`config.mk`:
```
export PLATFORM = sky130hd
export DESIGN_NAME = url_percent_decoder_unit_flat
export DESIGN_NICKNAME = d
export VERILOG_FILES = /design/src/hw/rtl/upd_pkg.sv /design/src/hw/rtl/upd_in_if.sv /design/src/hw/rtl/upd_out_if.sv /design/src/hw/rtl/url_percent_decoder_unit.sv /design/src/flat_wrapper.sv
export SDC_FILE = /design/constraint.sdc
export NUM_CORES = 1
export LEC_CHECK = 0
export BUFFER_PORTS_ARGS = -buffer_cell sky130_fd_sc_hd__buf_4
export CAP_MARGIN = 30
export CORE_ASPECT_RATIO = 1.4
export CORE_MARGIN = 2
export CORE_UTILIZATION = 24
export CTS_CLUSTER_SIZE = 12
export DETAILED_ROUTE_END_ITERATION = 6
export GPL_ROUTABILITY_DRIVEN = 0
export PLACE_DENSITY = 0.41
export SETUP_SLACK_MARGIN = 0.5
export SYNTH_ARGS = -nofsm -noshare
export SYNTH_HDL_FRONTEND = slang
export SYNTH_SLANG_ARGS = --single-unit
export TNS_END_PERCENT = 30
```
`constraint.sdc`:
```
create_clock -name clk_i -period 3.7 [get_ports clk_i]
set_input_delay 0.185 -clock clk_i [delete_from_list [all_inputs] [get_ports clk_i]]
set_output_delay 0.185 -clock clk_i [all_outputs]
set_load 0.02 [all_outputs]
```
`src/hw/rtl/upd_pkg.sv`:
```
`default_nettype none
// ----------------------------------------------------------------------------
// upd_pkg: shared types and constants of the URL percent decoder.
// Character codes, status codes and the escape state encoding.
// ----------------------------------------------------------------------------
package upd_pkg;

  localparam int unsigned ByteW   = 8;
  localparam int unsigned StatusW = 2;

  localparam logic MODE_PATH  = 1'b0;
  localparam logic MODE_QUERY = 1'b1;

  localparam logic [ByteW-1:0] CH_NUL     = 8'h00;
  localparam logic [ByteW-1:0] CH_PERCENT = 8'h25;
  localparam logic [ByteW-1:0] CH_PLUS    = 8'h2B;
  localparam logic [ByteW-1:0] CH_SPACE   = 8'h20;
  localparam logic [ByteW-1:0] CH_ZERO    = 8'h30;
  localparam logic [ByteW-1:0] CH_TWO     = 8'h32;
  localparam logic [ByteW-1:0] CH_LOWER_F = 8'h66;

  typedef enum logic [StatusW-1:0] {
    ST_OK        = 2'd0,
    ST_BAD       = 2'd1,
    ST_FORBIDDEN = 2'd2
  } status_e;

  typedef enum logic [1:0] {
    PH_NORMAL  = 2'd0,
    PH_PERCENT = 2'd1,
    PH_HIGH    = 2'd2
  } phase_e;

  typedef enum logic [1:0] {
    SL_NONE    = 2'd0,
    SL_PERCENT = 2'd1,
    SL_TWO     = 2'd2
  } slash_e;

  // Bit 4 set: not a hex digit. Otherwise bits 3:0 carry the digit value.
  function automatic logic [4:0] hex_value(input logic [ByteW-1:0] c);
    logic [4:0] r;
    r = 5'h10;
    if (c >= 8'h30 && c <= 8'h39) begin
      r = {1'b0, 4'(c - 8'h30)};
    end else if (c >= 8'h61 && c <= 8'h66) begin
      r = {1'b0, 4'(c - 8'h57)};
    end else if (c >= 8'h41 && c <= 8'h46) begin
      r = {1'b0, 4'(c - 8'h37)};
    end
    return r;
  endfunction

endpackage
`default_nettype wire

```
`src/hw/rtl/upd_in_if.sv`:
```
`default_nettype none
// ----------------------------------------------------------------------------
// upd_in_if: input channel of the URL percent decoder.
// One raw character of the encoded string per word.
// ----------------------------------------------------------------------------
interface upd_in_if;
  logic                     valid;
  logic                     ready;
  logic                     mode;
  logic [upd_pkg::ByteW-1:0] in_byte;
  logic                     is_last;
  logic                     is_empty;

  modport source (output valid, output mode, output in_byte, output is_last,
                  output is_empty, input ready);
  modport sink   (input valid, input mode, input in_byte, input is_last,
                  input is_empty, output ready);
endinterface
`default_nettype wire

```
`src/hw/rtl/upd_out_if.sv`:
```
`default_nettype none
// ----------------------------------------------------------------------------
// upd_out_if: result channel of the URL percent decoder.
// One decoded character and/or the closing status per word.
// ----------------------------------------------------------------------------
interface upd_out_if;
  logic                        valid;
  logic                        ready;
  logic [upd_pkg::ByteW-1:0]   out_byte;
  logic                        out_valid;
  logic                        end_of_string;
  logic [upd_pkg::StatusW-1:0] status;

  modport source (output valid, output out_byte, output out_valid,
                  output end_of_string, output status, input ready);
  modport sink   (input valid, input out_byte, input out_valid,
                  input end_of_string, input status, output ready);
endinterface
`default_nettype wire

```
`src/hw/rtl/url_percent_decoder_unit.sv`:
```
`default_nettype none
// ----------------------------------------------------------------------------
// url_percent_decoder_unit: streaming percent decoder for one URL component.
// Output: a word's result is registered on accept and sits in the output register in the next cycle.
// Throughput: one word per cycle while the result channel takes each result; a held result stalls input.
// Reset: escape state, error and output valid clear; decoder starts a string.
// ----------------------------------------------------------------------------
module url_percent_decoder_unit (
  input  wire logic   clk_i,
  input  wire logic   rst_ni,
  upd_in_if.sink      in_i,
  upd_out_if.source   out_o
);

  upd_pkg::phase_e             phase_q, phase_d;
  logic [3:0]                  nib_q, nib_d;
  logic                        zero_q, zero_d;
  upd_pkg::slash_e             slash_q, slash_d;
  upd_pkg::status_e            err_q, err_d;

  logic                        oval_q;
  logic [upd_pkg::ByteW-1:0]   obyte_q, obyte_d;
  logic                        odat_q, odat_d;
  logic                        oend_q, oend_d;
  upd_pkg::status_e            ostat_q, ostat_d;

  logic                        in_acc;
  logic                        produce;
  logic                        have;
  logic                        last;
  logic [upd_pkg::ByteW-1:0]   dat;
  logic [4:0]                  hexv;

  // Output register is free when empty or whenever its word leaves this cycle.
  assign in_i.ready = !oval_q || out_o.ready;
  assign in_acc     = in_i.valid && in_i.ready;

  always_comb begin
    phase_d = phase_q;
    nib_d   = nib_q;
    zero_d  = zero_q;
    slash_d = slash_q;
    err_d   = err_q;
    have    = 1'b0;
    dat     = upd_pkg::CH_NUL;
    last    = in_i.is_last;
    hexv    = upd_pkg::hex_value(in_i.in_byte);

    if (in_i.is_empty) begin
      if (in_i.mode == upd_pkg::MODE_PATH || phase_q == upd_pkg::PH_PERCENT ||
          phase_q == upd_pkg::PH_HIGH) begin
        err_d = upd_pkg::ST_BAD;
      end
      last = 1'b1;
    end else if (err_q != upd_pkg::ST_BAD) begin
      unique case (phase_q)
        upd_pkg::PH_PERCENT: begin
          if (hexv[4]) begin
            err_d   = upd_pkg::ST_BAD;
            phase_d = upd_pkg::PH_NORMAL;
          end else begin
            nib_d   = hexv[3:0];
            zero_d  = (in_i.in_byte == upd_pkg::CH_ZERO);
            phase_d = upd_pkg::PH_HIGH;
          end
        end
        upd_pkg::PH_HIGH: begin
          phase_d = upd_pkg::PH_NORMAL;
          if (hexv[4]) begin
            err_d = upd_pkg::ST_BAD;
          end else if (in_i.mode == upd_pkg::MODE_PATH && zero_q &&
                       in_i.in_byte == upd_pkg::CH_ZERO) begin
            err_d = upd_pkg::ST_BAD;
          end else begin
            dat = {nib_q, hexv[3:0]};
            if (in_i.mode == upd_pkg::MODE_QUERY && dat == upd_pkg::CH_NUL) begin
              err_d = upd_pkg::ST_BAD;
            end else begin
              have = 1'b1;
            end
          end
        end
        default: begin
          phase_d = upd_pkg::PH_NORMAL;
          if (in_i.in_byte == upd_pkg::CH_PERCENT) begin
            phase_d = upd_pkg::PH_PERCENT;
          end else begin
            dat  = (in_i.mode == upd_pkg::MODE_QUERY && in_i.in_byte == upd_pkg::CH_PLUS)
                   ? upd_pkg::CH_SPACE : in_i.in_byte;
            have = 1'b1;
          end
        end
      endcase

      if (have) begin
        if (in_i.mode == upd_pkg::MODE_PATH) begin
          if (dat == upd_pkg::CH_NUL && err_d == upd_pkg::ST_OK) begin
            err_d = upd_pkg::ST_FORBIDDEN;
          end
          // Track the lowercase decoded text "%2f".
          if (dat == upd_pkg::CH_PERCENT) begin
            slash_d = upd_pkg::SL_PERCENT;
          end else if (slash_q == upd_pkg::SL_PERCENT && dat == upd_pkg::CH_TWO) begin
            slash_d = upd_pkg::SL_TWO;
          end else begin
            if (slash_q == upd_pkg::SL_TWO && dat == upd_pkg::CH_LOWER_F &&
                err_d == upd_pkg::ST_OK) begin
              err_d = upd_pkg::ST_FORBIDDEN;
            end
            slash_d = upd_pkg::SL_NONE;
          end
        end else begin
          slash_d = upd_pkg::SL_NONE;
        end
      end

      if (last && phase_d != upd_pkg::PH_NORMAL) begin
        err_d = upd_pkg::ST_BAD;
      end
    end

    odat_d  = have && err_d == upd_pkg::ST_OK;
    produce = odat_d || last;
    obyte_d = odat_d ? dat : upd_pkg::CH_NUL;
    oend_d  = last;
    ostat_d = last ? err_d : upd_pkg::ST_OK;

    // Close the string: start the next one from a clean state.
    if (last) begin
      phase_d = upd_pkg::PH_NORMAL;
      nib_d   = 4'd0;
      zero_d  = 1'b0;
      slash_d = upd_pkg::SL_NONE;
      err_d   = upd_pkg::ST_OK;
    end
  end

  always_ff @(posedge clk_i or negedge rst_ni) begin
    if (!rst_ni) begin
      phase_q <= upd_pkg::PH_NORMAL;
      nib_q   <= 4'd0;
      zero_q  <= 1'b0;
      slash_q <= upd_pkg::SL_NONE;
      err_q   <= upd_pkg::ST_OK;
      oval_q  <= 1'b0;
    end else begin
      if (in_acc) begin
        phase_q <= phase_d;
        nib_q   <= nib_d;
        zero_q  <= zero_d;
        slash_q <= slash_d;
        err_q   <= err_d;
        oval_q  <= produce;
      end else if (out_o.ready) begin
        oval_q  <= 1'b0;
      end
    end
  end

  always_ff @(posedge clk_i) begin
    if (in_acc) begin
      obyte_q <= obyte_d;
      odat_q  <= odat_d;
      oend_q  <= oend_d;
      ostat_q <= ostat_d;
    end
  end

  assign out_o.valid         = oval_q;
  assign out_o.out_byte      = obyte_q;
  assign out_o.out_valid     = odat_q;
  assign out_o.end_of_string = oend_q;
  assign out_o.status        = ostat_q;

`ifndef ASSERT_OFF
  a_status_only_at_end: assert property (@(posedge clk_i) disable iff (!rst_ni)
    oval_q && !oend_q |-> ostat_q == upd_pkg::ST_OK)
    else $error("status set on a result that does not close the string");

  a_no_empty_result: assert property (@(posedge clk_i) disable iff (!rst_ni)
    oval_q |-> odat_q || oend_q)
    else $error("result carries neither data nor end of string");

  a_idle_byte_zero: assert property (@(posedge clk_i) disable iff (!rst_ni)
    oval_q && !odat_q |-> obyte_q == upd_pkg::CH_NUL)
    else $error("out_byte not zero without data");

  a_clean_after_close: assert property (@(posedge clk_i) disable iff (!rst_ni)
    in_acc && (in_i.is_last || in_i.is_empty) |=>
      phase_q == upd_pkg::PH_NORMAL && err_q == upd_pkg::ST_OK &&
      slash_q == upd_pkg::SL_NONE)
    else $error("decoder state not cleared after closing a string");

  a_close_gives_result: assert property (@(posedge clk_i) disable iff (!rst_ni)
    in_acc && (in_i.is_last || in_i.is_empty) |=> oval_q && oend_q)
    else $error("closing word produced no end-of-string result");
`endif

endmodule
`default_nettype wire

```
`src/flat_wrapper.sv`:
```
// flat-port wrapper written by rule: the top's interface ports become plain ports
module url_percent_decoder_unit_flat 
  (clk_i, rst_ni, in_i_valid, in_i_mode, in_i_in_byte, in_i_is_last, in_i_is_empty, in_i_ready, out_o_valid, out_o_out_byte, out_o_out_valid, out_o_end_of_string, out_o_status, out_o_ready);
  upd_in_if in_i_i ();
  upd_out_if out_o_i ();
  input  wire logic clk_i;
  input  wire logic rst_ni;
  input wire logic [$bits(in_i_i.valid)-1:0] in_i_valid;
  input wire logic [$bits(in_i_i.mode)-1:0] in_i_mode;
  input wire logic [$bits(in_i_i.in_byte)-1:0] in_i_in_byte;
  input wire logic [$bits(in_i_i.is_last)-1:0] in_i_is_last;
  input wire logic [$bits(in_i_i.is_empty)-1:0] in_i_is_empty;
  output wire logic [$bits(in_i_i.ready)-1:0] in_i_ready;
  output wire logic [$bits(out_o_i.valid)-1:0] out_o_valid;
  output wire logic [$bits(out_o_i.out_byte)-1:0] out_o_out_byte;
  output wire logic [$bits(out_o_i.out_valid)-1:0] out_o_out_valid;
  output wire logic [$bits(out_o_i.end_of_string)-1:0] out_o_end_of_string;
  output wire logic [$bits(out_o_i.status)-1:0] out_o_status;
  input wire logic [$bits(out_o_i.ready)-1:0] out_o_ready;
  assign in_i_i.valid = in_i_valid;
  assign in_i_i.mode = in_i_mode;
  assign in_i_i.in_byte = in_i_in_byte;
  assign in_i_i.is_last = in_i_is_last;
  assign in_i_i.is_empty = in_i_is_empty;
  assign in_i_ready = in_i_i.ready;
  assign out_o_valid = out_o_i.valid;
  assign out_o_out_byte = out_o_i.out_byte;
  assign out_o_out_valid = out_o_i.out_valid;
  assign out_o_end_of_string = out_o_i.end_of_string;
  assign out_o_status = out_o_i.status;
  assign out_o_i.ready = out_o_ready;
  url_percent_decoder_unit u_core (.clk_i(clk_i), .rst_ni(rst_ni), .in_i(in_i_i), .out_o(out_o_i));
endmodule
```
Yosys cells after proc, flatten, opt, wreduce, memory -nomap -nowiden
Index checks and enable logic that the tools add are counted.
- output and inout port bits: 14
- flip-flop bits (word level): 24
- magnitude comparators: 6
- equal/unequal tests: 13
- muxes and demuxes: 69
- bitwise gates (word level): 3
- reductions and logical operators: 33
- add/sub/neg operators: 3
- operators by type and width (kind ; number):
    2-to-1 mux 2 bit ; 34
    2-to-1 mux 8 bit ; 6
    == test 8 x 6 -> 1 bit, second input constant ; 5
    2-to-1 mux 4 bit ; 5
    2-to-1 mux 1 bit ; 17
    greater-or-equal comparator 8 x 7 -> 1 bit, second input constant ; 2
    less-or-equal comparator 8 x 7 -> 1 bit, second input constant ; 2
    logical NOT 8 bit ; 2
    one-hot mux 8 bit (2 select lines) ; 1
    2-to-1 mux 5 bit ; 3
    logical AND 1 bit ; 14
    nonzero test 2 bit ; 5
    == test 8 x 7 -> 1 bit, second input constant ; 1
    greater-or-equal comparator 8 x 6 -> 1 bit, second input constant ; 1
    less-or-equal comparator 8 x 6 -> 1 bit, second input constant ; 1
    one-hot mux 2 bit (2 select lines) ; 2
    subtractor 4 x 3 -> 4 bit, second input constant ; 2
    logical NOT 2 bit ; 3
    inequality test 2 x 1 -> 1 bit, second input constant ; 3
    AND reduction 5 bit ; 1
    == test 2 x 1 -> 1 bit, second input constant ; 2
    == test 2 bit, second input constant ; 2
    logical OR 1 bit ; 4
    AND reduction 4 bit ; 1
    other kinds (6) ; 8

Logic depth before layout (Yosys ltp)
- depth after elaboration: 34
- mapped depth: 11
- mapped depth without buffers: 10

Worst setup path after synthesis
Ideal clock, no wire load.
- kind: input port to flip-flop
- start point: in in_i_in_byte[0]
- end point: reg u_core.err_q[1]
- arrival: 2443 ps
- setup time: 73 ps
- path buffers: 1
- slack: 1184 ps
- cell stages on the path: 11
- data required time: 3627 ps
- path through: inv_1 -> ha_1 -> o21bai_1 -> a21oi_4 -> o21bai_2 -> buf_6 -> and2_1 -> a2111oi_4 -> nand4_2 -> a2111oi_2 -> a2bb2oi_2
- word-level cells in the longest chain between the ends: 31
- elaborated cells between the ends (all ways): 74
- ends and longest elaborated chain (what ; line ; RTL):
    start, declared ; flat_wrapper.sv:10 ; input wire logic [$bits(in_i_i.in_byte)-1:0] in_i_in_byte;
    greater-or-equal comparator 8 x 7 -> 1 bit / less-or-equal comparator 8 x 7 -> 1 bit (equally long branches) ; upd_pkg.sv:48 ; end else if (c >= 8'h41 && c <= 8'h46) begin
    logical AND 1 bit ; upd_pkg.sv:48 ;
    2-to-1 mux 5 bit ; upd_pkg.sv:48 ;
    2-to-1 mux 5 bit ; upd_pkg.sv:46 ; end else if (c >= 8'h61 && c <= 8'h66) begin
    2-to-1 mux 5 bit ; upd_pkg.sv:44 ; if (c >= 8'h30 && c <= 8'h39) begin
    logical NOT 8 bit ; url_percent_decoder_unit.sv:76 ; if (in_i.mode == upd_pkg::MODE_QUERY && dat == upd_pkg::CH_NUL) begin
    logical AND 1 bit ; url_percent_decoder_unit.sv:76 ;
    2-to-1 mux 2 bit ; url_percent_decoder_unit.sv:76 ;
    [15 not listed] ; n/a ;
    2-to-1 mux 2 bit ; url_percent_decoder_unit.sv:103 ; end else if (slash_q == upd_pkg::SL_PERCENT && dat == upd_pkg::CH_TWO) begin
    2-to-1 mux 2 bit ; url_percent_decoder_unit.sv:101 ; if (dat == upd_pkg::CH_PERCENT) begin
    2-to-1 mux 2 bit ; url_percent_decoder_unit.sv:96 ; if (in_i.mode == upd_pkg::MODE_PATH) begin
    2-to-1 mux 2 bit ; url_percent_decoder_unit.sv:95 ; if (have) begin
    2-to-1 mux 2 bit * ; url_percent_decoder_unit.sv:117 ; if (last && phase_d != upd_pkg::PH_NORMAL) begin
    2-to-1 mux 2 bit * ; url_percent_decoder_unit.sv:55 ; end else if (err_q != upd_pkg::ST_BAD) begin
    2-to-1 mux 2 bit * ; url_percent_decoder_unit.sv:49 ; if (in_i.is_empty) begin
    2-to-1 mux 2 bit * ; url_percent_decoder_unit.sv:129 ; if (last) begin
    end signal, assigned ; url_percent_decoder_unit.sv:144 ; err_q <= upd_pkg::ST_OK;
    end signal, assigned ; url_percent_decoder_unit.sv:152 ; err_q <= err_d;
    end, declared ; url_percent_decoder_unit.sv:19 ; upd_pkg::status_e err_q, err_d;
Every way passes the cells marked *; elsewhere a longest branch is shown, timed or not. The select of a mux whose other input is x is not followed.
A chain may end at the register's enable or synchronous reset.

Worst setup path in the final report
- start point: reg u_core.nib_q[3]
- end point: reg u_core.obyte_q (netlist bit u_core.out_o.out_byte[5]), data pin
- word-level cells in the longest chain between the ends: 29
- elaborated cells between the ends (all ways): 48
- ends and longest elaborated chain (what ; line ; RTL):
    start, declared ; url_percent_decoder_unit.sv:16 ; logic [3:0] nib_q, nib_d;
    start signal, assigned ; url_percent_decoder_unit.sv:149 ; nib_q <= nib_d;
    logical NOT 8 bit ; url_percent_decoder_unit.sv:76 ;
    logical AND 1 bit ; url_percent_decoder_unit.sv:76 ;
    2-to-1 mux 2 bit ; url_percent_decoder_unit.sv:76 ;
    2-to-1 mux 2 bit ; url_percent_decoder_unit.sv:71 ; end else if (in_i.mode == upd_pkg::MODE_PATH && zero_q &&
    2-to-1 mux 2 bit ; url_percent_decoder_unit.sv:69 ; if (hexv[4]) begin
    one-hot mux 2 bit (2 select lines) ; url_percent_decoder_unit.sv:56 ; unique case (phase_q)
    2-to-1 mux 2 bit ; url_percent_decoder_unit.sv:55 ;
    2-to-1 mux 2 bit ; url_percent_decoder_unit.sv:49 ;
    [13 not listed] ; n/a ;
    2-to-1 mux 2 bit ; url_percent_decoder_unit.sv:95 ;
    2-to-1 mux 2 bit ; url_percent_decoder_unit.sv:117 ;
    2-to-1 mux 2 bit ; url_percent_decoder_unit.sv:55 ;
    2-to-1 mux 2 bit ; url_percent_decoder_unit.sv:49 ;
    logical NOT 2 bit ; url_percent_decoder_unit.sv:122 ; odat_d = have && err_d == upd_pkg::ST_OK;
    logical AND 1 bit * ; url_percent_decoder_unit.sv:122 ;
    inverter 1 bit (no source line) * ; n/a ;
    OR reduction 3 bit (no source line) * ; n/a ;
    end signal, assigned ; url_percent_decoder_unit.sv:162 ; obyte_q <= obyte_d;
    end, declared ; url_percent_decoder_unit.sv:22 ; logic [upd_pkg::ByteW-1:0] obyte_q, obyte_d;
Marked as above.

==> results.json <==
{
  "outcome": "complete, no violations",
  "netlist_area_mm2": 0.00194,
  "drv_slew": 0,
  "synth_top_cells_by_area": "edfxtp_1 19%, dfrtp_1 15%, nand2_1 6.0%",
  "worst_slack_ns": 0.837,
  "power.internal_mw": 0.491,
  "p_leak_nw": 0.935,
  "cts-root-to-sink-buffers": 2,
  "ant_nets": 0,
  "cap_violations": 0,
  "fin_crit_sh_pct": 77.4,
  "ys_warn_count": 0,
  "async_flop_share_pct": 50.0,
  "first_iter_violations": 70,
  "synth_nets": 241,
  "synthAdderAreaFrac_pct": 3.86,
  "required_ns": 3.72,
  "cp-startpoint": "u_core.nib_q[3]",
  "io_pins": 29,
  "holdWs_ns": 0.180,
  "p_sw_mw": 0.181,
  "p_per_area_mw_per_mm2": 288,
  "end_kind": "register",
  "cts_resized": 0,
  "period_minus_slack_ns": 2.86,
  "drc": 0,
  "clkPwrFrac_pct": 34.3,
  "nFillCells": 877,
  "drive_gt1_share_pct": 21.4,
  "nets": 270,
  "hold_class": "input pin to register",
  "crit_path_start_kind": "register",
  "fin_util_pct": 29.9,
  "rows": 38,
  "worstSkewPairLatency_ns": 0.27,
  "crit_top_cell": "nor2_1",
  "overflow": 0,
  "start_util_pct": 24.9,
  "rrSetupSlack_ns": 0.84,
  "antenna_cells": 0,
  "max_slew_margin_pct": 48.3,
  "seq_area_frac_synth_pct": 34.0,
  "cts_made_buffers": 3,
  "dieArea_mm2": 0.00885,
  "synth_top_family_by_area": "simple AND/OR/NAND/NOR gates",
  "grt_antenna_before_repair": 0,
  "wl_per_cell_um": 16.5,
  "grt_max_degree": 18,
  "netSwitchingFraction_pct": 27.0,
  "port_buffers": 28,
  "ys_seq_elements": 24,
  "setup_viol": 0,
  "fin_tns_setup_ns": 0,
  "core_mm2": 0.00780,
  "detail_route.wirelength_um": 5740,
  "synth_top_area_share_pct": 18.5,
  "grt_pass1_vias": 1767,
  "root_buffer": "clkbuf_8",
  "synth_compound_area_share_pct": 25.1,
  "viasPerCell": 5.12,
  "yosys.area_share.simple_pct": 30.1,
  "synth_cell_type_count": 64,
  "cpPeakStageDelay_ns": 0.68,
  "synth_xor_area_share_pct": 0,
  "worst_r2r_endpoint": "u_core.out_o.out_byte[5]",
  "synth_edf_count": 12,
  "via_count": 1782,
  "dp_slack_ns": 0.633,
  "syn_area_per_cell_um2": 8.84,
  "tightest_slew_ns": 0.773,
  "clk_pin_slew_ns": 0.09,
  "synthCells": 220,
  "finalHoldViolCount": 0,
  "rsz0062_at_grt": "false",
  "worstPathArrival_ns": 2.88,
  "critical_path_class": "register to register",
  "crit_slowest_cell": "a2111oi_1",
  "grt_pass1_wl_um": 9360,
  "hold_buffers": 1,
  "die_h_um": 111,
  "areaGrowthSynthToFinish_pct": 20.1,
  "clock-sinks": 24,
  "synth_largest_area_cell": "edfxtp_1",
  "cts_max_level": 1,
  "fmax_ghz": 0.349,
  "synth_flop_cell": "edfxtp_1",
  "fp.dieW_um": 80.1,
  "grt_usage_pct": 13.4,
  "drtPass1Iterations": 4,
  "reg2regPathDepth": 8,
  "critPathMaxFanout": 9,
  "p_comb_share_pct": 21.5,
  "cts_tree": "built",
  "synthMuxAreaShare_pct": 2.19,
  "seq_power_share_pct": 44.2,
  "worst_clock_skew_ns": 0.0104,
  "ir_worst_vdd_v": 0.000143,
  "r2r_start": "u_core.nib_q[3]",
  "path_cells": "or2_2 -> nor3_1 -> nand2_1 -> a2111oi_1 -> a2bb2oi_1 -> nor2_1 -> nand3_1 -> nor2_1",
  "crit_end": "u_core.out_o.out_byte[5]",
  "post_cts_buffers": 0,
  "hpwl_um": 4580
}
[logic make-up (layout without fill, tap and decap cells)]
kind of cell	count (synthesis)	in the layout
simple gates	101	101
compound gates	63	63
flops	24	24
buf+inv	22	50
mux	4	4
fa+ha+maj	6	6
[layer usage]
| metal | part of all wire [%] | routed length [um] | up-vias | GRT usage [%] |
|---|---|---|---|---|
| met5 | 0 | 0 | - | 0 |
| met4 | 2.8 | 163 | 0 | 5.42 |
| met2 | 52 | 2980 | 49 | 23.4 |
| li1 | - | - | 876 | - |
| met3 | 2.7 | 153 | 9 | 0.817 |
| met1 | 43 | 2440 | 848 | 16.8 |
[power by group through the flow]
stage	logic (mW)	clock network, mW	registers (mW)
4_1_cts	0.146	0.239	0.297
5_1_grt	0.160	0.249	0.298
6_report	0.144	0.231	0.297
3_3_place_gp	0.145	0	0.303
2_1_floorplan	0.0714	0	0.315
3_5_place_dp	0.144	0	0.303
[stage by stage]
step	instances	area, um2	power, mW
2_1_floorplan	220	1940	0.386
3_3_place_gp	343	2250	0.447
3_5_place_dp	343	2250	0.447
4_1_cts	348	2330	0.682
5_1_grt	348	2330	0.707
6_report	348	2330	0.672
[flip-flops by register name (all words and copies together), names as in the netlist]
| name | cells |
|---|---|
| u_core.out_o.end_of_string | 1 |
| u_core.out_o.status | 2 |
| u_core.out_o.out_valid | 1 |
| u_core.err_q | 2 |
| u_core.phase_q | 2 |
| u_core.out_o.valid | 1 |
| u_core.out_o.out_byte | 8 |
| u_core.slash_q | 2 |
| u_core.nib_q | 4 |
| u_core.zero_q | 1 |
[synth_stat cells, types with 2 or more instances]
master / n
a22oi_1: 2
mux2_2: 2
a21oi_2: 2
nor3b_1: 2
o21ai_0: 18
buf_2: 3
and2_1: 3
inv_1: 16
nor2b_1: 3
nand3_1: 8
mux2i_1: 2
ha_1: 6
o211ai_1: 2
nand2b_1: 7
or2_2: 2
edfxtp_1: 12
nor3_1: 7
nand3b_1: 2
o41ai_1: 2
o21ai_1: 2
o31ai_1: 2
a2bb2oi_1: 2
a31oi_1: 2
a22o_1: 3
clkbuf_1: 2
nand2_1: 31
a21oi_1: 8
dfrtp_1: 12
nor4b_1: 3
nor2_1: 18
[critical path: cells and delay by family (launching register included)]
family | cells | cell delay (ns)
flip-flops | 1 | 0.47
AND/OR/NAND/NOR | 6 | 1.12
AO/OA/AOI/OAI | 2 | 1.02
[final cells by class]
| type | instances | area [um2] | area share, % |
|---|---|---|---|
| well taps | 100 | 125 | 5.36 |
| repair buffers | 30 | 228 | 9.75 |
| clock inverters | 1 | 30.0 | 1.29 |
| flip-flops and latches | 24 | 661 | 28.3 |
| inverters | 16 | 60.1 | 2.57 |
| clock buffers | 3 | 41.3 | 1.77 |
| multi-input cells | 174 | 1190 | 51.0 |
[worst min path at each step]
stage	from	endpoint	cells past startpoint
after floorplan	rst_ni	u_core.err_q[0]	0
after global placement	rst_ni	u_core.phase_q[1]	1
after detailed placement	rst_ni	u_core.phase_q[1]	1
after CTS	in_i_valid	u_core.out_o.valid	3
after global routing	in_i_valid	u_core.out_o.valid	3
final	in_i_valid	u_core.out_o.valid	3
[layout by cell type, fill, tap and decap left out, types with 2 or more instances in the layout]
master | netlist | final
nand2_1 | 31 | 31
a2bb2oi_1 | 2 | 2
a22oi_1 | 2 | 2
mux2i_1 | 2 | 2
dfrtp_1 | 12 | 12
and2_1 | 3 | 3
nand3b_1 | 2 | 2
clkbuf_8 | 0 | 3
nor3_1 | 7 | 7
buf_4 | 0 | 29
edfxtp_1 | 12 | 12
a22o_1 | 3 | 3
a31oi_1 | 2 | 2
a21oi_1 | 8 | 8
o41ai_1 | 2 | 2
ha_1 | 6 | 6
nand2b_1 | 7 | 7
a21oi_2 | 2 | 2
nor2b_1 | 3 | 3
nor3b_1 | 2 | 2
o21ai_0 | 18 | 18
o211ai_1 | 2 | 2
o21ai_1 | 2 | 2
nand3_1 | 8 | 8
nor4b_1 | 3 | 3
o31ai_1 | 2 | 2
inv_1 | 16 | 16
nor2_1 | 18 | 18
mux2_2 | 2 | 2
or2_2 | 2 | 2
(Power assumes the default switching activity.)
